$ cat config.mk
export PLATFORM = sky130hd
export DESIGN_NAME = spi_joystick_frame_reader_flat
export DESIGN_NICKNAME = d
export VERILOG_FILES = /design/src/sjfr_pkg.sv /design/src/sjfr_if.sv /design/src/spi_joystick_frame_reader.sv /design/src/sjfr_map.sv /design/src/sjfr_seq.sv /design/src/flat_wrapper.sv
export VERILOG_INCLUDE_DIRS = /design/src /design/src/src
export SDC_FILE = /design/constraint.sdc
export NUM_CORES = 1
export LEC_CHECK = 0
export ABC_AREA = 1
export BUFFER_PORTS_ARGS = -buffer_cell sky130_fd_sc_hd__buf_2
export CORE_MARGIN = 10
export CORE_UTILIZATION = 23
export CTS_BUF_LIST = sky130_fd_sc_hd__clkbuf_8 sky130_fd_sc_hd__clkbuf_16
export CTS_CLUSTER_DIAMETER = 40
export DETAILED_ROUTE_END_ITERATION = 6
export RECOVER_POWER = 25
export SLEW_MARGIN = 20
export SYNTH_ARGS = -nofsm -noshare
export SYNTH_HDL_FRONTEND = slang
export SYNTH_SLANG_ARGS = --single-unit
export TNS_END_PERCENT = 30
$ cat constraint.sdc
create_clock -name clock -period 6.3 [get_ports clock]
set_clock_uncertainty 0.15 [all_clocks]
set_input_delay 0.945 -clock clock [delete_from_list [all_inputs] [get_ports clock]]
set_output_delay 0.945 -clock clock [all_outputs]
set_load 0.03 [all_outputs]
$ cat src/spi_joystick_frame_reader_defines.svh
// Assertion macros for the frame reader sources (included by sjfr_seq.sv).
`ifndef SPI_JOYSTICK_FRAME_READER_DEFINES_SVH
`define SPI_JOYSTICK_FRAME_READER_DEFINES_SVH

`ifndef SYNTH
`define SJFR_ASSERT_IMPLIES(label, clk, rst, ante, cons) \
   label: assert property (@(posedge clk) disable iff (rst) (ante) |-> (cons)) \
      else $error("sjfr assertion failed");
`define SJFR_ASSERT_NEXT(label, clk, rst, ante, cons) \
   label: assert property (@(posedge clk) disable iff (rst) (ante) |=> (cons)) \
      else $error("sjfr assertion failed");
`else
`define SJFR_ASSERT_IMPLIES(label, clk, rst, ante, cons)
`define SJFR_ASSERT_NEXT(label, clk, rst, ante, cons)
`endif

`endif

$ cat src/sjfr_pkg.sv
package sjfr_pkg;

   localparam int unsigned FRAME_LEN = 5;
   localparam int unsigned STEP_W = 3;

   localparam logic [STEP_W-1:0] STEP_LAST_BYTE = 3'd4;
   localparam logic [STEP_W-1:0] STEP_END = 3'd5;
   localparam logic [STEP_W-1:0] STEP_START = 3'd6;
   localparam logic [STEP_W-1:0] STEP_UNUSED = 3'd7;

   localparam logic [7:0] FIRST_BYTE_MARK = 8'h80;
   localparam logic [1:0] LED_RESET = 2'b11;

   localparam logic [2:0] REG_LED_BITS = 3'd0;

   typedef logic [FRAME_LEN-1:0][7:0] snap_type;

   typedef struct packed {
      logic       select_active;
      logic       send_valid;
      logic [7:0] send_byte;
      logic       frame_done;
   } step_out_type;

endpackage

$ cat src/sjfr_if.sv
interface sjfr_req_if;
   logic       valid;
   logic       ready;
   logic       spi_done;
   logic [7:0] rx_byte;

   modport source (output valid, output spi_done, output rx_byte, input ready);
   modport sink (input valid, input spi_done, input rx_byte, output ready);
endinterface

interface sjfr_rsp_if;
   logic              valid;
   logic              ready;
   logic              select_active;
   logic              send_valid;
   logic [7:0]        send_byte;
   logic              frame_done;
   logic [15:0]       x_raw;
   logic [15:0]       y_raw;
   logic signed [4:0] x_position;
   logic signed [4:0] y_position;
   logic              stick_pressed;
   logic              button_one;
   logic              button_two;

   modport source (
      output valid, output select_active, output send_valid, output send_byte,
      output frame_done, output x_raw, output y_raw, output x_position,
      output y_position, output stick_pressed, output button_one, output button_two,
      input ready
   );
   modport sink (
      input valid, input select_active, input send_valid, input send_byte,
      input frame_done, input x_raw, input y_raw, input x_position,
      input y_position, input stick_pressed, input button_one, input button_two,
      output ready
   );
endinterface

$ cat src/spi_joystick_frame_reader.sv
// A result is registered when its poll tick is accepted, shown the next cycle.
// Throughput: one tick per cycle while rsp_bus is ready; the output register
// is refilled in the same cycle it is drained, so ticks stream without bubbles.
// Reset (synchronous, active high) deselects the joystick, zeroes the snapshot,
// sets the LED bits to 3 and arms the sequencer to start a new frame.
module spi_joystick_frame_reader (
   input  logic        clock,
   input  logic        reset,
   sjfr_req_if.sink    req_bus,
   sjfr_rsp_if.source  rsp_bus,
   input  logic        psel,
   input  logic        penable,
   input  logic        pwrite,
   input  logic [2:0]  paddr,
   input  logic [31:0] pwdata,
   output logic [31:0] prdata,
   output logic        pready
);
   import sjfr_pkg::*;

   logic              accept;
   step_out_type      step_out;
   snap_type          snap_next;
   logic [1:0]        led_bits_ff;
   logic              rsp_valid_ff;
   step_out_type      step_ff;
   snap_type          snap_ff;
   logic signed [4:0] x_position_in;
   logic signed [4:0] y_position_in;
   logic signed [4:0] x_position_ff;
   logic signed [4:0] y_position_ff;
   logic              reg_hit;

   assign pready = 1'b1;
   assign reg_hit = ({paddr[2], 2'b00} == REG_LED_BITS);
   assign prdata = reg_hit ? {30'd0, led_bits_ff} : 32'd0;

   always_ff @(posedge clock) begin
      if (reset) begin
         led_bits_ff <= LED_RESET;
      end else if (psel && penable && pwrite && reg_hit) begin
         led_bits_ff <= pwdata[1:0];
      end
   end

   assign req_bus.ready = !rsp_valid_ff || rsp_bus.ready;
   assign accept = req_bus.valid && req_bus.ready;

   sjfr_seq u_seq (
      .clock     (clock),
      .reset     (reset),
      .accept    (accept),
      .spi_done  (req_bus.spi_done),
      .rx_byte   (req_bus.rx_byte),
      .led_bits  (led_bits_ff),
      .step_out  (step_out),
      .snap_next (snap_next)
   );

   sjfr_map u_map_x (
      .raw      ({snap_next[1], snap_next[0]}),
      .position (x_position_in)
   );

   sjfr_map u_map_y (
      .raw      ({snap_next[3], snap_next[2]}),
      .position (y_position_in)
   );

   always_ff @(posedge clock) begin
      if (reset) begin
         rsp_valid_ff <= 1'b0;
      end else if (accept) begin
         rsp_valid_ff <= 1'b1;
      end else if (rsp_bus.ready) begin
         rsp_valid_ff <= 1'b0;
      end
   end

   always_ff @(posedge clock) begin
      if (accept) begin
         step_ff <= step_out;
         snap_ff <= snap_next;
         x_position_ff <= x_position_in;
         y_position_ff <= y_position_in;
      end
   end

   assign rsp_bus.valid = rsp_valid_ff;
   assign rsp_bus.select_active = step_ff.select_active;
   assign rsp_bus.send_valid = step_ff.send_valid;
   assign rsp_bus.send_byte = step_ff.send_byte;
   assign rsp_bus.frame_done = step_ff.frame_done;
   assign rsp_bus.x_raw = {snap_ff[1], snap_ff[0]};
   assign rsp_bus.y_raw = {snap_ff[3], snap_ff[2]};
   assign rsp_bus.x_position = x_position_ff;
   assign rsp_bus.y_position = y_position_ff;
   assign rsp_bus.stick_pressed = snap_ff[4][0];
   assign rsp_bus.button_one = snap_ff[4][1];
   assign rsp_bus.button_two = snap_ff[4][2];

endmodule

$ cat src/sjfr_map.sv
module sjfr_map (
   input  logic [15:0]       raw,
   output logic signed [4:0] position
);
   logic [16:0] offset;
   logic        negative;
   logic [16:0] magnitude;
   logic [20:0] product;
   logic [4:0]  quotient;
   logic [4:0]  mapped;

   // The quotient by 30 uses the reciprocal 2185 / 65536, exact below 420.
   always_comb begin
      offset = {1'b0, raw} - 17'd512;
      negative = offset[16];
      magnitude = negative ? (17'd0 - offset) : offset;
      product = 21'(magnitude[8:0]) * 21'd2185;
      quotient = product[20:16];
      if (magnitude >= 17'd420) begin
         mapped = 5'd10;
      end else if (quotient >= 5'd4) begin
         mapped = quotient - 5'd4;
      end else begin
         mapped = 5'd0;
      end
      position = negative ? signed'(5'd0 - mapped) : signed'(mapped);
   end
endmodule

$ cat src/sjfr_seq.sv
`include "spi_joystick_frame_reader_defines.svh"

module sjfr_seq (
   input  logic                  clock,
   input  logic                  reset,
   input  logic                  accept,
   input  logic                  spi_done,
   input  logic [7:0]            rx_byte,
   input  logic [1:0]            led_bits,
   output sjfr_pkg::step_out_type step_out,
   output sjfr_pkg::snap_type     snap_next
);
   import sjfr_pkg::*;

   logic [STEP_W-1:0] step_ff;
   logic [STEP_W-1:0] step_in;
   logic              select_ff;
   logic              select_in;
   snap_type          frame_buffer_ff;
   snap_type          frame_snapshot_ff;
   snap_type          frame_snapshot_in;
   logic              buffer_write;

   always_comb begin
      step_in = step_ff;
      select_in = select_ff;
      frame_snapshot_in = frame_snapshot_ff;
      buffer_write = 1'b0;
      step_out = '0;
      case (step_ff) inside
         [3'd0:STEP_LAST_BYTE]: begin
            if (spi_done) begin
               buffer_write = 1'b1;
               step_out.send_valid = (step_ff != STEP_LAST_BYTE);
               step_in = step_ff + 3'd1;
            end
         end
         STEP_END: begin
            select_in = 1'b0;
            frame_snapshot_in = frame_buffer_ff;
            step_out.frame_done = 1'b1;
            step_in = STEP_START;
         end
         default: begin
            select_in = 1'b1;
            step_out.send_valid = 1'b1;
            step_out.send_byte = FIRST_BYTE_MARK | {6'd0, led_bits};
            step_in = 3'd0;
         end
      endcase
      step_out.select_active = select_in;
      snap_next = frame_snapshot_in;
   end

   always_ff @(posedge clock) begin
      if (reset) begin
         step_ff <= STEP_START;
         select_ff <= 1'b0;
         frame_snapshot_ff <= '0;
      end else if (accept) begin
         step_ff <= step_in;
         select_ff <= select_in;
         frame_snapshot_ff <= frame_snapshot_in;
      end
   end

   always_ff @(posedge clock) begin
      if (accept && buffer_write) begin
         frame_buffer_ff[step_ff] <= rx_byte;
      end
   end

   `SJFR_ASSERT_IMPLIES(a_step_reachable, clock, reset, 1'b1, step_ff != STEP_UNUSED)
   `SJFR_ASSERT_NEXT(a_end_deselects, clock, reset, accept && step_ff == STEP_END, !select_ff)
   `SJFR_ASSERT_NEXT(a_wait_holds, clock, reset,
      step_ff <= STEP_LAST_BYTE && !(accept && spi_done), $stable(step_ff))
   `SJFR_ASSERT_IMPLIES(a_start_selects, clock, reset,
      accept && step_ff == STEP_START, select_in && step_out.send_valid)

endmodule
$ cat src/flat_wrapper.sv
// flat-port wrapper written by rule: the top's interface ports become plain ports
module spi_joystick_frame_reader_flat import sjfr_pkg::*;
  (clock, reset, psel, penable, pwrite, paddr, pwdata, prdata, pready, req_bus_valid, req_bus_spi_done, req_bus_rx_byte, req_bus_ready, rsp_bus_valid, rsp_bus_select_active, rsp_bus_send_valid, rsp_bus_send_byte, rsp_bus_frame_done, rsp_bus_x_raw, rsp_bus_y_raw, rsp_bus_x_position, rsp_bus_y_position, rsp_bus_stick_pressed, rsp_bus_button_one, rsp_bus_button_two, rsp_bus_ready);
  sjfr_req_if req_bus_i ();
  sjfr_rsp_if rsp_bus_i ();
  input  logic clock;
  input  logic reset;
  input  logic psel;
  input  logic penable;
  input  logic pwrite;
  input  logic [2:0] paddr;
  input  logic [31:0] pwdata;
  output logic [31:0] prdata;
  output logic pready;
  input wire logic [$bits(req_bus_i.valid)-1:0] req_bus_valid;
  input wire logic [$bits(req_bus_i.spi_done)-1:0] req_bus_spi_done;
  input wire logic [$bits(req_bus_i.rx_byte)-1:0] req_bus_rx_byte;
  output wire logic [$bits(req_bus_i.ready)-1:0] req_bus_ready;
  output wire logic [$bits(rsp_bus_i.valid)-1:0] rsp_bus_valid;
  output wire logic [$bits(rsp_bus_i.select_active)-1:0] rsp_bus_select_active;
  output wire logic [$bits(rsp_bus_i.send_valid)-1:0] rsp_bus_send_valid;
  output wire logic [$bits(rsp_bus_i.send_byte)-1:0] rsp_bus_send_byte;
  output wire logic [$bits(rsp_bus_i.frame_done)-1:0] rsp_bus_frame_done;
  output wire logic [$bits(rsp_bus_i.x_raw)-1:0] rsp_bus_x_raw;
  output wire logic [$bits(rsp_bus_i.y_raw)-1:0] rsp_bus_y_raw;
  output wire logic [$bits(rsp_bus_i.x_position)-1:0] rsp_bus_x_position;
  output wire logic [$bits(rsp_bus_i.y_position)-1:0] rsp_bus_y_position;
  output wire logic [$bits(rsp_bus_i.stick_pressed)-1:0] rsp_bus_stick_pressed;
  output wire logic [$bits(rsp_bus_i.button_one)-1:0] rsp_bus_button_one;
  output wire logic [$bits(rsp_bus_i.button_two)-1:0] rsp_bus_button_two;
  input wire logic [$bits(rsp_bus_i.ready)-1:0] rsp_bus_ready;
  assign req_bus_i.valid = req_bus_valid;
  assign req_bus_i.spi_done = req_bus_spi_done;
  assign req_bus_i.rx_byte = req_bus_rx_byte;
  assign req_bus_ready = req_bus_i.ready;
  assign rsp_bus_valid = rsp_bus_i.valid;
  assign rsp_bus_select_active = rsp_bus_i.select_active;
  assign rsp_bus_send_valid = rsp_bus_i.send_valid;
  assign rsp_bus_send_byte = rsp_bus_i.send_byte;
  assign rsp_bus_frame_done = rsp_bus_i.frame_done;
  assign rsp_bus_x_raw = rsp_bus_i.x_raw;
  assign rsp_bus_y_raw = rsp_bus_i.y_raw;
  assign rsp_bus_x_position = rsp_bus_i.x_position;
  assign rsp_bus_y_position = rsp_bus_i.y_position;
  assign rsp_bus_stick_pressed = rsp_bus_i.stick_pressed;
  assign rsp_bus_button_one = rsp_bus_i.button_one;
  assign rsp_bus_button_two = rsp_bus_i.button_two;
  assign rsp_bus_i.ready = rsp_bus_ready;
  spi_joystick_frame_reader u_core (.clock(clock), .reset(reset), .req_bus(req_bus_i), .rsp_bus(rsp_bus_i), .psel(psel), .penable(penable), .pwrite(pwrite), .paddr(paddr), .pwdata(pwdata), .prdata(prdata), .pready(pready));
endmodule
# ---- Word-level counts from Yosys, hierarchy flattened
# Cells that the tools add are included.
dict set report word_totals {
  regBits 143
  out_inout_bits 91
  latchBits 0
  ramBits 0
  n_memories 0
  romBits 0
  input_bits 51
}
dict set report op_classes {
  shifts 0
  bitwise 1
  addsub 9
  mux 27
  mul 2
  n_reduce_logical 12
  div 0
  magnitude_cmp 8
  n_eq_ne 3
}
# op n
set op_table {}
lappend op_table {{40-bit two-way mux} 2}
lappend op_table {{9-bit by 12-bit multiplier with 21-bit output (second input constant)} 2}
lappend op_table {{40-bit bitwise mux} 1}
lappend op_table {{17-bit by 9-bit greater-or-equal comparator with 1-bit output (second input constant)} 2}
lappend op_table {{17-bit two-way mux} 2}
lappend op_table {{1-bit by 17-bit subtractor with 17-bit output (first input constant)} 2}
lappend op_table {{16-bit by 10-bit subtractor with 17-bit output (second input constant)} 2}
lappend op_table {{5-bit two-way mux} 6}
lappend op_table {{8-bit demux with 3-bit select} 1}
lappend op_table {{8-bit two-way mux} 2}
lappend op_table {{5-bit by 3-bit greater-or-equal comparator with 1-bit output (second input constant)} 2}
lappend op_table {{1-bit by 5-bit subtractor with 5-bit output (first input constant)} 2}
lappend op_table {{5-bit by 3-bit subtractor with 5-bit output (second input constant)} 2}
lappend op_table {{1-bit two-way mux} 9}
lappend op_table {{3-bit two-way mux} 3}
lappend op_table {{1-bit logical AND} 7}
lappend op_table {{3-bit by 1-bit greater-or-equal comparator with 1-bit output (second input constant)} 2}
lappend op_table {{3-bit by 4-bit < comparator with 1-bit output (second input constant)} 1}
lappend op_table {{3-bit by 1-bit adder with 3-bit output (second input constant)} 1}
lappend op_table {{3-bit equality test (second input constant)} 1}
lappend op_table {{3-bit less-or-equal comparator (second input constant)} 1}
lappend op_table {{3-bit inequality test (second input constant)} 1}
lappend op_table {{2-bit two-way mux} 1}
lappend op_table {{2-bit inequality test (second input constant)} 1}
lappend op_table {{6 further kinds} 6}

# ---- Longest topological paths before layout
dict set report depth {
  ltp_word 12
  depth_mapped 39
  mapped_depth_nobuf 37
}

# ---- By module
# A second synthesis with hierarchy kept.
dict set report unflattened {
  cells_unflattened 1176
  area_unflattened_um2 9633.0
}
# module instances area_each_um2 cells_each seq_area_each_um2
set modules_own_cells {}
lappend modules_own_cells {sjfr_seq 1 4087.7 498 2082.0}
lappend modules_own_cells {spi_joystick_frame_reader 1 2070.7 113 1741.7}
lappend modules_own_cells {{sjfr_map at u_core.u_map_x} 1 1744.2 293 0.0}
lappend modules_own_cells {{sjfr_map at u_core.u_map_y} 1 1730.4 272 0.0}

# ---- Least setup slack after synthesis
# No wires, ideal clock.
dict set report synth_path {
  path_kind {reg-to-reg}
  start {reg u_core.u_seq.step_ff[0]}
  end {reg u_core.x_position_ff[4] (netlist: u_core.rsp_bus.x_position[4]) (data pin)}
  period_less_slack_ns 5.317
  n_path_buf 2
  arrival_time_ns 4.914
  path_slack_ns 0.983
  required_ns 5.898
  path_stages_with_launch 34
  path_cell_list {dfxtp_1 -> inv_1 -> ha_1 -> inv_2 -> nand3_4 -> buf_8 -> buf_8 -> o21ai_2 -> ha_1 -> nand2_1 -> nor2_1 -> nand3_1 -> nand2_1 -> nand2_1 -> nand2_2 -> inv_1 -> ha_1 -> fa_1 -> ha_1 -> ha_1 -> nand2_1 -> inv_1 -> a31oi_1 -> o21bai_1 -> a221oi_1 -> nand2_1 -> nand2_1 -> nand2_1 -> ha_1 -> inv_1 -> a21oi_2 -> nand3_1 -> nand3b_1 -> nand2_1}
}
dict set report synth_via {
  elab_chain_len 12
  elab_cells_between_ends 17
  classes_between {add/sub (4); mul (1); order compare (4); eq/ne (1); mux (6); reduce/logical (1)}
}
# item line_no
set synth_lines {}
lappend synth_lines {{start, declared} sjfr_seq.sv:15} ;# logic [STEP_W-1:0] step_ff;
lappend synth_lines {{start signal, assigned} sjfr_seq.sv:61} ;# step_ff <= step_in;
lappend synth_lines {{3-bit by 1-bit greater-or-equal comparator with 1-bit output (no source line), or another cell as far along} -}
lappend synth_lines {{1-bit logical AND (no source line) or 40-bit two-way mux (tied branches)} -}
lappend synth_lines {{40-bit two-way mux *} sjfr_seq.sv:30} ;# case (step_ff) inside
lappend synth_lines {{16-bit by 10-bit subtractor with 17-bit output *} sjfr_map.sv:14} ;# offset = {1'b0, raw} - 17'd512;
lappend synth_lines {{1-bit by 17-bit subtractor with 17-bit output} sjfr_map.sv:16} ;# magnitude = negative ? (17'd0 - offset) : offset;
lappend synth_lines {{17-bit two-way mux} sjfr_map.sv:16}
lappend synth_lines {{9-bit by 12-bit multiplier with 21-bit output} sjfr_map.sv:17} ;# product = 21'(magnitude[8:0]) * 21'd2185;
lappend synth_lines {{5-bit by 3-bit subtractor with 5-bit output or 5-bit by 3-bit greater-or-equal comparator with 1-bit output (tied branches)} {sjfr_map.sv:22, sjfr_map.sv:21}}
lappend synth_lines {{5-bit two-way mux} sjfr_map.sv:21} ;# end else if (quotient >= 5'd4) begin
lappend synth_lines {{5-bit two-way mux} sjfr_map.sv:19} ;# if (magnitude >= 17'd420) begin
lappend synth_lines {{1-bit by 5-bit subtractor with 5-bit output} sjfr_map.sv:26} ;# position = negative ? signed'(5'd0 - mapped) : signed'(mapped);
lappend synth_lines {{5-bit two-way mux *} sjfr_map.sv:26}
lappend synth_lines {{net u_core.u_map_x.position[4]} sjfr_map.sv:3} ;# output logic signed [4:0] position
lappend synth_lines {{end signal, assigned} spi_joystick_frame_reader.sv:84} ;# x_position_ff <= x_position_in;
lappend synth_lines {{end, declared} spi_joystick_frame_reader.sv:30} ;# logic signed [4:0] x_position_ff;
# The timed path passes the listed nets; every way through them passes the cells marked *.
# A chain may end at the register's enable or synchronous reset.

# ---- Worst setup path in the final report
# Ends and elaborated chain as after synthesis.

==> impl_metrics.ini <==
[layout]
final_area_um2 = 10100
syn_to_final_growth_pct = 16.3
finalNetCount = 1255
layout-drive-gt1-share_pct = 17.8
instances_no_fill = 1647
fillCellCount = 4100
diodes = 0

[clocking]
clk_pin_slew_worst_paths_ns = 0.06
cts_tree = done
clock_latency_ns = 0.43
holdBufCountCts = 0
clk_path_buf_depth = 2
htree_levels = 4
cts_buffers = 17
clkSinkCount = 128
cts_root_buffer = clkbuf_16

[placement]
port_buffers = 73
dp_worst_setup_slack_ns = 0.246
place_hpwl_mm = 16.4
routabilityCongestion = 0.853
dpl.cell_count = 1610
placed_cell_area_um2 = 9440

[logic_synthesis]
yosysWarnings = 0
post_synth_num_cell_types = 48
synth_top_area_share_pct = 29.7
synthTopCellsByArea = edfxtp_1, nand2_1, ha_1, dfxtp_1, inv_1
yosys.area.top_type = edfxtp_1
synth-seq-cells = 128
synth_edf_count = 86
yosysMostFrequentCell = nand2_1
synth.yosys.seq_area_share_pct = 39.3
syn_area_um2 = 8700
async_flop_share_pct = 0
ys.flop_type = edfxtp_1
synth_common_cells = nand2_1, inv_1, edfxtp_1
synth_cells = 1047
syn_avg_cell_area_um2 = 8.31

[critical_path]
cp-end-kind = register
cp.arrival_ns = 5.79
cp_num_buf_inv = 6
required_ns = 6.33
slowest_delay_ns = 0.40
cpMostUsedCell = nand2_1
crit_type = reg -> reg
cp_slowest_cell = fa_1
crit_family = adder cells
regToRegSetupSlack_ns = 0.54
worst_setup_path_start_kind = register
critPathMaxFanout = 21

[grt]
grt_util_all_layers_pct = 9.32
grt_max_degree = 59
grt-ovfl-total = 0
antenna_found_initial = 0
grt_pass1_wl_mm = 34.4
grt_pass1_vias = 6589

[floorplanning]
die_h_um = 215
core_area_um2 = 37500
num_rows = 71
die_w_um = 215
io_pins = 142
die-area_um2 = 46000
initial_core_util_pct = 23.2

[route]
routed_wirelength_mm = 21.7
drc_errors = 0
drt_iter0_drc = 317
vias_per_cell = 4.09
first_pass_iters = 5
drtAntennaViolNets = 0
detailroute.via_count = 6744
wl_per_cell_um = 13.2

[run_status]
status = finished, final reports clean

[power]
p_int_uw = 1920
p_per_area_nw_per_um2 = 301
ir_drop_mv = 0.188
comb_power_share_pct = 33.9
power_frac_seq_pct = 32.1
sw_frac_of_total_pct = 36.9
p_leak_uw = 0.00496
switching_power_uw = 1120
p_clk_share_pct = 34.0

[timing]
setup_viol = 0
layout_setup_ws_ns = 0.536
timing.slew.headroom_pct = 28.3
slew_violations = 0
min_period_ns = 5.76
hold_viol_final = 0
tightest_slew_ns = 1.07
post-route-period-util_pct = 91.5
max_freq_mhz = 173

[flow_run]
cap_viol_max_count = 0

[hold_path]
hold_path_class = reg -> reg
==> routing by layer <==
metal | GRT usage, % | wire, µm | vias to the layer above
met4 | 3.50 | 333 | 0
met1 | 11.1 | 9930 | 3147
met3 | 1.92 | 665 | 20
met2 | 16.2 | 10800 | 97
met5 | 0 | 0 | -
li1 | - | - | 3480
==> worst paths after layout <==
| kind | depth (start not counted) | endpoint | start |
|---|---|---|---|
| setup / recovery | 31 | u_core.rsp_bus.x_position[4]$_DFFE_PP_ | u_core.u_seq.step_ff[0]$_SDFFE_PP0P_ |
| hold / removal | 2 | u_core.u_seq.select_ff$_SDFFE_PP0P_ | u_core.u_seq.select_ff$_SDFFE_PP0P_ |
| setup reg to reg | 31 | u_core.rsp_bus.x_position[4]$_DFFE_PP_ | u_core.u_seq.step_ff[0]$_SDFFE_PP0P_ |
| hold reg to reg | 2 | u_core.u_seq.select_ff$_SDFFE_PP0P_ | u_core.u_seq.select_ff$_SDFFE_PP0P_ |
==> power by group through the flow <==
| stage | clock [µW] | combinational, µW | sequential, µW |
|---|---|---|---|
| floorplan | 0 | 761 | 1060 |
| detailed placement | 0 | 1020 | 996 |
| global placement | 0 | 1010 | 995 |
| CTS | 1060 | 1040 | 979 |
| finish | 1030 | 1030 | 979 |
| global route | 1100 | 1180 | 984 |
==> cell usage in the layout (no fill, tap or decap), types with 17 or more instances in the layout <==
cell type / count
clkbuf_16: 17
nand3_1: 52
ha_1: 71
o21ai_0: 47
a21oi_1: 41
nor2_1: 55
edfxtp_1: 86
buf_2: 65
nand2_2: 30
dfxtp_1: 42
conb_1: 36
nand2_1: 252
inv_1: 169
==> tightest hold or removal path: cells and delay by family, from the launching register on <==
family	cells	cell delay [ns]
compound gates	1	0.05
flops	1	0.31
simple gates	1	0.06
==> state kept, by name, summed over array words and instances (netlist names) <==
| signal | flops |
|---|---|
| u_core.u_seq.frame_buffer_ff | 35 |
| u_core.u_seq.step_ff | 3 |
| u_core.rsp_bus.valid | 1 |
| u_core.led_bits_ff | 2 |
| u_core.rsp_bus.button_two | 1 |
| u_core.u_seq.frame_snapshot_ff | 35 |
| u_core.rsp_bus.button_one | 1 |
| u_core.u_seq.select_ff | 1 |
| u_core.rsp_bus.stick_pressed | 1 |
| u_core.rsp_bus.select_active | 1 |
| u_core.rsp_bus.frame_done | 1 |
| u_core.rsp_bus.x_raw | 16 |
| u_core.rsp_bus.y_raw | 16 |
| u_core.rsp_bus.y_position | 5 |
| u_core.rsp_bus.x_position | 5 |
| u_core.rsp_bus.send_byte | 3 |
| u_core.rsp_bus.send_valid | 1 |
==> what timing repair did <==
action	CTS	global route
resized for setup	0	7
buffers inserted	0	4
setup endpoints to repair	0	8
==> through the flow <==
step	setup TNS (ns)	total power [µW]	hold slack, ns	utilization, %
finish	0	3040	0.319	27.0
global route	-0.0143	3260	0.342	27.0
CTS	0	3080	0.318	26.8
global placement	0	2000	0.303	25.2
floorplan	0	1820	0.296	-
detailed placement	0	2020	0.309	25.2
==> cell type report <==
cell class | count | area, µm² | share of cell area, %
Tap cell | 511 | 639 | 6.32
Clock inverter | 15 | 183 | 1.81
Multi-Input combinational cell | 712 | 4320 | 42.7
Clock buffer | 17 | 425 | 4.20
Sequential cell | 128 | 3420 | 33.8
Inverter | 178 | 668 | 6.60
Timing Repair Buffer | 86 | 457 | 4.51
==> cell families (layout without fill, tap and decap cells) <==
group / count (synthesis) / in the layout / synth area share (%)
XOR/XNOR: 9 / 9 / 0.906
adder cells (fa/ha/maj): 81 / 81 / 12.5
AND/OR/NAND/NOR: 454 / 455 / 24.7
flip-flops: 128 / 128 / 39.3
buffers and inverters: 242 / 296 / 13.1
AO/OA/AOI/OAI: 131 / 131 / 9.43
other: 2 / 36 / 0.0863
(Power assumes the default switching activity.)
